### config.mk
export PLATFORM = sky130hd
export DESIGN_NAME = wsb_ram
export DESIGN_NICKNAME = d
export VERILOG_FILES = /design/src/wsb_ram.sv
export SDC_FILE = /design/constraint.sdc
export NUM_CORES = 2
export LEC_CHECK = 0
export BUFFER_PORTS_ARGS = -buffer_cell sky130_fd_sc_hd__buf_2
export CELL_PAD_IN_SITES_DETAIL_PLACEMENT = 1
export CELL_PAD_IN_SITES_GLOBAL_PLACEMENT = 1
export CORE_MARGIN = 1.5
export CORE_UTILIZATION = 39
export CTS_CLUSTER_SIZE = 28
export DETAILED_ROUTE_END_ITERATION = 8
export PLACE_DENSITY = 0.61
export SLEW_MARGIN = 0
export SYNTH_ARGS = -nofsm -noshare
export SYNTH_HDL_FRONTEND = slang
export SYNTH_SLANG_ARGS = --single-unit
### constraint.sdc
create_clock -name clk -period 3.2 [get_ports clk]
set_input_delay 0.48 -clock clk [delete_from_list [all_inputs] [get_ports clk]]
set_output_delay 0.48 -clock clk [all_outputs]
set_load 0.02 [all_outputs]
### src/wsb_ram.sv
// Generic single-write, single-read RAM with registered read data.
`default_nettype none
module wsb_ram #(
	parameter int WIDTH = 8,
	parameter int DEPTH = 256
) (
	input  wire logic                     clk,
	input  wire logic                     we,
	input  wire logic [$clog2(DEPTH)-1:0] waddr,
	input  wire logic [WIDTH-1:0]         wdata,
	input  wire logic                     re,
	input  wire logic [$clog2(DEPTH)-1:0] raddr,
	output      logic [WIDTH-1:0]         rdata
);
	logic [WIDTH-1:0] mem [DEPTH];

	always_ff @(posedge clk) begin
		if (we) begin
			mem[waddr] <= wdata;
		end
		if (re) begin
			rdata <= mem[raddr];
		end
	end
endmodule
`default_nettype wire

==> results.ini <==
[drt]
drt_wl_total_um=219900
routed_via_density=5.656
drtPass1Iterations=7
vias=40420
ant_nets=0
highest_layer=met5
wl_met2_um=109100
wl_met1_um=93400
drt_iter0_drc=4064
detail_route.wl_per_cell_um=30.77
wl_met3_um=11190
drcViolationCount=0

[floorplanning]
start_util=0.3932
top_level_ports=35
die_w_um=454.9
dieArea_um2=206900
core_um2=202500
fp-row-count=165
die_h_um=454.9

[sta]
skew_ns=0.04424
hold_viol_final=0
setup_viol=0
relSlewSlack=0.07452
finalCriticalPeriod_ns=3.086
hold_slack_ns=0.04940
finalCritPeriodShare=0.9645
fmax_ghz=0.3240
grt_setup_unrepaired=false
slew_viol_final=0
tns_ns=0
tightest_slew_ns=1.378

[yosys]
async_reset_ff_frac=0
yosysWarnings=0
synthCells=3733
syn_avg_cell_area_um2=21.33
synth_ff_type=edfxtp_1
synth-seq-cells=2056
synth_nets=3760
yosysSeqAreaShare=0.7753
synth.distinct_cells=54
synth_edf_count=2056
syn-cell-area_um2=79640

[grt]
grt_pass1_vias=42301
grt.overflow.total=0
antenna_found_initial=12
grt_usage=0.2147
grt_pass1_wl_um=317400
grt_max_degree=113

[clocking]
numCtsBuffers=209
cts_tree=done
clk_path_buf_depth=3
ctsHtreeMaxLevel=4
clock_sinks=2056
worstSkewPairLatency_ns=0.87
path_clk_slew_ns=0.06
cts_resized=0
holdBufCountCts=0
cts_root_buf=clkbuf_16
post_cts_buffers=0

[cells_and_area]
multi_input_area_um2=16530
utilization=0.4613
n_fill_cell=18515
layout_commonest_cell=edfxtp_1
drive_gt1_frac=0.3049
synthToLayoutAreaGrowth_pct=17.31
design_area_um2=93420
layout_common_cells=edfxtp_1 (2056), buf_4 (491), mux4_2 (454)
regArea_um2=61740
finalNetCount=4320

[power]
p_leak_nw=29.77
p_total_mw=56.62
irDropWorstVdd_v=0.0004820
p_per_area_nw_per_um2=606.0

[critical_path]
arrival_ns=3.65
crit_path_start_kind=flip-flop
worst_setup_path_startpoint=mem[141][7]$_DFFE_PP_
cpPeakStageDelay_ns=1.05
crit_cells=6
critical_path_class=reg2reg
r2r-end=rdata[7]$_DFFE_PP_
crit_path_end_kind=flip-flop
critPathTopFamily=simple AND/OR/NAND/NOR gates
crit_path_end=rdata[7]$_DFFE_PP_
cp_common_cell=mux4_2
r2r_cells=6
path_buf_inv=0
path_cells=mux4_2, mux4_2, nor2_1, a2111oi_2, nor3_1, nor4_1
slowest_stage=nor3_1
cp_max_fo=1
required_ns=3.76
reg2reg_from=mem[141][7]$_DFFE_PP_
reg2reg_slack_ns=0.11

[place]
gp_congestion=0.8212
portBuffers=34
dp_hpwl_um=141100
post_dp_cell_area_um2=86750

[worst_hold_path]
hold_path_class=in2reg
hold_path_depth=1

[job]
max_cap_violations=0

[run_status]
status=finished clean

[worst reg2reg max path, delay by kind of cell, from the launching register on]
family / cells / cell delay, ns
mux: 2 / 0.99
compound gates: 1 / 0.08
flops: 1 / 0.37
simple gates: 3 / 1.35
[cells in the mapped netlist (27+ instances only)]
cell / number / area share
nor2_1: 282 / 0.013
buf_2: 31 / 0.0019
o22ai_1: 28 / 0.0022
nand3_1: 34 / 0.0021
nor2b_1: 31 / 0.0024
buf_4: 27 / 0.0025
edfxtp_1: 2056 / 0.78
mux2i_1: 134 / 0.017
a22oi_1: 133 / 0.013
mux4_2: 454 / 0.13
nand2_1: 33 / 0.0016
clkbuf_1: 111 / 0.0052
o221ai_1: 46 / 0.0051
a21oi_1: 96 / 0.0060
[metal layers]
layer	vias to the layer above	GRT usage
met2	1189	0.3554
met4	2	0.06521
li1	16836	-
met1	22090	0.2966
met3	303	0.02900
met5	-	0
[layout make-up]
| class | instances | area share |
|---|---|---|
| Tap cell | 2672 | 0.03579 |
| Sequential cell | 2056 | 0.6609 |
| Antenna cell | 4 | 0.0001071 |
| Clock inverter | 142 | 0.01358 |
| Clock buffer | 247 | 0.05774 |
| Timing Repair Buffer | 582 | 0.05489 |
| Multi-Input combinational cell | 1442 | 0.1769 |
| Inverter | 2 | 0.00008036 |
[how the worst min path moves through the flow]
stage	from	to	slack [ns]
global route	wdata[0]	mem[78][0]$_DFFE_PP_	0.03
finish	wdata[0]	mem[78][0]$_DFFE_PP_	0.05
CTS	wdata[3]	mem[180][3]$_DFFE_PP_	0.02
global placement	wdata[3]	mem[186][3]$_DFFE_PP_	0.94
floorplan	wdata[0]	mem[0][0]$_DFFE_PP_	0.58
detailed placement	wdata[3]	mem[187][3]$_DFFE_PP_	0.94
[logic make-up after synthesis]
kind of cell | share of synthesized area
AOI/OAI and AO/OA | 0.03416
muxes | 0.1460
buffers and inverters | 0.01829
DFF | 0.7753
and+or+nand+nor | 0.02625
[report_power, final]
group | total [mW] | internal, mW | leakage, nW | switching, mW
Sequential | 29.7 | 29.7 | 18.5 | 0.0489
Clock | 23.8 | 13.4 | 3.25 | 10.5
Combinational | 3.03 | 1.13 | 8.03 | 1.90
Total | 56.6 | 44.2 | 29.8 | 12.4
[state kept, by name (all words and copies together) (netlist names)]
signal  count
mem      2048
rdata       8
[metrics by stage]
stage	std cells	setup slack (ns)
floorplan	3733	0.6439
global placement	6753	-0.8718
detailed placement	6754	-0.8316
CTS	7143	0.03750
global route	7145	0.05313
finish	7147	0.1135
Power figures use the tool's default switching activity.
